`src/design/slotted_page_space_manager_assert.svh`:
```
// ---------------------------------------------------------------------------
// Assertion macros for the slotted page space manager
// Both macros check on the rising edge of clk_i and are off while in reset.
// ---------------------------------------------------------------------------
`ifndef SLOTTED_PAGE_SPACE_MANAGER_ASSERT_SVH
`define SLOTTED_PAGE_SPACE_MANAGER_ASSERT_SVH
`ifndef SYNTHESIS
// The property must hold at every edge outside reset.
`define SPSM_ASSERT(name, prop) \
  name: assert property (@(posedge clk_i) disable iff (!rst_ni) prop) \
    else $error("spsm assertion failed");
// The condition must never be seen outside reset.
`define SPSM_NEVER(name, cond) \
  name: assert property (@(posedge clk_i) disable iff (!rst_ni) !(cond)) \
    else $error("spsm forbidden condition seen");
`else
`define SPSM_ASSERT(name, prop)
`define SPSM_NEVER(name, cond)
`endif
`endif

```
`src/design/spsm_ram.sv`:
```
// ---------------------------------------------------------------------------
// spsm_ram
// Generic single-write, single-read RAM with a registered read port.
// ---------------------------------------------------------------------------
module spsm_ram #(
  parameter int WIDTH = 8,
  parameter int DEPTH = 256
) (
  input  logic                     clk_i,
  input  logic                     we_i,
  input  logic [$clog2(DEPTH)-1:0] waddr_i,
  input  logic [WIDTH-1:0]         wdata_i,
  input  logic [$clog2(DEPTH)-1:0] raddr_i,
  output logic [WIDTH-1:0]         rdata_o
);

  logic [WIDTH-1:0] mem [DEPTH];

  always_ff @(posedge clk_i) begin
    if (we_i) begin
      mem[waddr_i] <= wdata_i;
    end
    rdata_o <= mem[raddr_i];
  end

endmodule

```
`config.mk`:
```
export PLATFORM = sky130hd
export DESIGN_NAME = spsm_ram
export DESIGN_NICKNAME = d
export VERILOG_FILES = /design/src/design/slotted_page_space_manager_assert.svh /design/src/design/spsm_ram.sv
export SDC_FILE = /design/constraint.sdc
export NUM_CORES = 2
export LEC_CHECK = 0
export BUFFER_PORTS_ARGS = -buffer_cell sky130_fd_sc_hd__buf_2
export CAP_MARGIN = 15
export CELL_PAD_IN_SITES_DETAIL_PLACEMENT = 0
export CELL_PAD_IN_SITES_GLOBAL_PLACEMENT = 1
export CORE_MARGIN = 5
export CORE_UTILIZATION = 61
export CTS_CLUSTER_DIAMETER = 200
export DETAILED_ROUTE_END_ITERATION = 8
export GPL_ROUTABILITY_DRIVEN = 0
export PLACE_DENSITY_LB_ADDON = 0.25
export SKIP_LAST_GASP = 1
export SLEW_MARGIN = 10
export SYNTH_ARGS = -nofsm -noshare
export SYNTH_HDL_FRONTEND = slang
export SYNTH_SLANG_ARGS = --single-unit
```
`constraint.sdc`:
```
create_clock -name clk_i -period 6.45 [get_ports clk_i]
set_clock_uncertainty 0.2 [all_clocks]
set_input_delay 0.9675 -clock clk_i [delete_from_list [all_inputs] [get_ports clk_i]]
set_output_delay 0.9675 -clock clk_i [all_outputs]
set_load 0.005 [all_outputs]
```
==> Yosys cells after proc, flatten, opt, wreduce, memory -nomap -nowiden <==
Memories as Yosys holds them, arrays and structs flattened. A register that Yosys moved wholly into a read port is not among the register bits.
Index checks and enable logic that the tools add are counted.
{ "word_totals": {"reg_bits": 0, "ramBits": 2048, "out_inout_bits": 8, "word_cells": 3, "mem_count": 1} }
{ "classes": {"mux": 2} }
{ "mem_list": {"columns": ["memory", "words", "width", "rd", "rd_clocked_by_memory_dff", "write_ports", "line", "text"], "rows": [
  ["mem", 256, 8, 1, 1, 1, "spsm_ram.sv:17", "logic [WIDTH-1:0] mem [DEPTH];"]
]} }
{ "ops": {"columns": ["cell", "n"], "rows": [
  ["$mux W1", 2]
]} }

==> Longest topological paths before layout <==
{ "logic_depth": {"word_depth": 2, "depth_mapped": 11, "mapped_depth_nobuf": 6} }

==> Worst setup path after synthesis <==
Ideal clock, no wire load.
{ "synth_timing": {"path_kind": "input-to-reg", "start": "input raddr_i[0]", "end": "register rdata_o[2] (read register of mem)", "setup_time_ns": 0.131, "arrival_time_ns": 2.774, "t_required_ns": 6.119, "slack_ns": 3.345, "path_stages": 9, "n_path_buf": 4, "cell_sequence": "buf_6 buf_12 buf_8 buf_2 mux4_2 a22oi_1 a21oi_1 nor4_1 nor4_2"} }
{ "synth_rtl": {"columns": ["item", "line", "text"], "rows": [
  ["start, declared", "spsm_ram.sv:13", "input logic [$clog2(DEPTH)-1:0] raddr_i,"],
  ["end, declared", "spsm_ram.sv:14", "output logic [WIDTH-1:0] rdata_o"]
]} }

==> impl_results.md <==
- Outcome: complete, no violations
- Netlist Area Pre-Place: 79600 µm²
- Crit. End Element: register
- Largest area contributor in the netlist: edfxtp_1
- Delay-heaviest family, CP: compound AO/OA/AOI/OAI gates
- Crit Path Class: input pin to register
- Placed cell count: 5360
- WP data arrival: 4.90 ns
- # setup viols final: 0
- Synth Flop Type: edfxtp_1
- Worst path max stage delay: 1.07 ns
- Top post-synthesis cells by count: 2048 x edfxtp_1, 454 x mux4_2, 282 x nor2_1, 134 x mux2i_1, 133 x a22oi_1
- Synth Instances: 3733
- Pre-CTS WS: between 1 and 1.5 ns
- DRT Pass-1 Iters: 6
- LEAKAGE: 27.0 nW
- Die width: 371 µm
- Combinational power share: 4.8%
- Clock buffer depth: 3
- Post-synth cell types: 55
- Max Fclk: 224 MHz
- Post_cts resized: 0
- Most frequent cell after synthesis: edfxtp_1
- Setup TNS: 0 ns
- CTS Buf Count: about 200
- Startpoint Class: input pin
- Worst-skew pair later-pin latency: 0.82 ns
- Non-filler cells in the finished layout: roughly 5700
- Post-synth EDFFs: 2048
- Synth Net Count: 3759
- Period utilization: 69.2%
- Hpwl dp: 116 mm
- Cts-stage hold buffer count: 0
- Clock Power Share: 40.8%
- Drt drc: 0
- Die Height: around 370 µm
- Slew headroom: 9.64%
- Crit-path slowest cell: a211oi_1
- Synth Warn #: 0
- Share of cells above drive strength 1: 22.2%
- Global-route wire length before repair: ~280 mm
- Mean post-synth cell area: 21.3 µm²
- # Max-Cap Violations: 0
- Hold Crit Class: input pin to register
- Largest net degree at the start of global routing: 199
- Synth-to-layout area growth: 10.2%
- Hold_ws: 0.465 ns
- Rows: approximately 130
- Placed Instance Area: 81500 µm²
- # Post-CTS Setup Buffers: 0
- Seq pwr share: 54.3%
- Nets: approximately 3800
- Vias: 39000
- Initial DRC Count: 4801
- Synth Register Bits: a little over 2000
- Tot GR Track Use: 28.3%
- Ports: 34
- Clock Sink Count: between 2000 and 2500
- Vias in the first global route: 39100
- Worst EP required: 6.88 ns
- CP bufs+invs: 2
- Setup ws final: 1.99 ns
- Via density: 6.81
- Psw: 0.00569 W
- CTS clk-pin slew, worst paths: 0.06 ns
- Fin. max-slew vios: 0
- Pwr Density: 310 nW/µm²
- DIE AREA: 138000 µm²
- Part of the Yosys area used for sequential elements: 77.5%
- WL/cell: 33.4 µm
- Minimum clock period: 4.46 ns
- Post-synth top area share: 77.3%
- Peak supply drop: 305 µV
- Worst Path Max Fanout: 22
- Final ANT Viol Nets: 0
- Clock root cell: clkbuf_16
- Placeable core area: around 130000 µm²
- FILL cells: between 8000 and 9000
- Synth top area cells: edfxtp_1 77%, mux4_2 13%, mux2i_1 1.7%, nor2_1 1.3%, a22oi_1 1.3%
- Post-Route WL: 191 mm
- Initial cell density of the core: between 60% and 70%
- Design Area, Final: a little under 90000 µm²
- RSZ-0062 raised after global routing: false
- FFs w/ async S/R, synth: 0%
- CTS tree: built
- Initial antenna violation count: 12
- Port Buf Inserts: 33
- Number of H-tree levels: 4
- Least-Margin Pin Slew: about 1.3 ns
- Crit-path cells: buf_2, buf_4, nor2b_1, nand2_1, a311oi_1, o221ai_1, a211oi_1, nor4_1
- Internal power: 0.0215 W
- Hold Vio Cnt, Final: 0
- GR Overflow Total: 0
- Net Sw Frac: 20.9%
logic make-up after synthesis:
logic type / Yosys count / synth area share [%]
AND/OR/NAND/NOR: 466 / 2.63
buffers and inverters: 235 / 1.83
multiplexers: 591 / 14.6
flip-flops: 2056 / 77.5
AO/OA/AOI/OAI: 385 / 3.42
power by group through the flow:
| stage | logic (W) | registers, W | clock network (W) |
|---|---|---|---|
| 4_1_cts | 0.00130 | 0.0148 | 0.0112 |
| 3_3_place_gp | 0.00126 | 0.0150 | 0 |
| 2_1_floorplan | 0.000715 | 0.0150 | 0 |
| 3_5_place_dp | 0.00130 | 0.0150 | 0 |
| 6_report | 0.00131 | 0.0148 | 0.0111 |
| 5_1_grt | 0.00137 | 0.0148 | 0.0118 |
final cells by class:
type | count | area (µm²) | share of cell area (%)
clock inverter | 122 | 1020 | 1.16
antenna | 6 | 15.0 | 0.0171
timing repair buffer | 119 | 1080 | 1.23
inverter | 2 | 7.51 | 0.00856
sequential | 2056 | 61700 | 70.3
tap | 1742 | 2180 | 2.49
multi-input combinational | 1442 | 16600 | 18.9
clock buffer | 237 | 5190 | 5.91
layer usage:
metal	vias up	share of wire [%]	GRT usage, %
li1	15900	-	-
met1	20500	37	39.6
met2	2255	47	43.2
met3	379	11	8.88
met4	10	3.8	10.1
met5	-	0.038	0
stage by stage:
stage	power, W	utilization, %
after floorplan	0.0157	-
after global placement	0.0163	62.9
after detailed placement	0.0163	62.9
after CTS	0.0273	67.7
after global routing	0.0279	67.7
final	0.0272	67.7
registers in the layout (all words and copies together), names as in the netlist:
| name | cells |
|---|---|
| mem | 2048 |
| rdata_o | 8 |
layout by cell type, fill, tap and decap left out, types with 13 or more instances in the layout:
master | synthesis | routed
buf_12 | 8 | 14
clkbuf_1 | 111 | 35
nor2b_1 | 31 | 28
nand3_1 | 34 | 25
clkinv_2 | 0 | 46
buf_2 | 31 | 23
a221oi_1 | 13 | 13
edfxtp_1 | 2048 | 2048
nor2_1 | 282 | 279
bufinv_16 | 0 | 15
o221ai_1 | 46 | 46
clkinv_1 | 1 | 49
nor3_1 | 22 | 22
a211oi_1 | 16 | 16
mux4_2 | 454 | 454
buf_4 | 27 | 71
clkbuf_16 | 0 | 202
mux2i_1 | 134 | 134
nor4_1 | 24 | 18
o22ai_1 | 28 | 28
nand2_1 | 33 | 32
a22oi_1 | 133 | 133
a21oi_1 | 96 | 96
worst paths after layout:
kind         slack [ns]  cells after the start         end        start
min reg2reg        0.85                      5  rdata_o[0]  mem[204][0]
max reg2reg        3.21                      6  rdata_o[3]   mem[27][3]
min                0.47                      1  mem[10][7]   wdata_i[7]
max                1.99                      8  rdata_o[3]   raddr_i[3]
No activity file was read; power rests on OpenSTA's default activity.
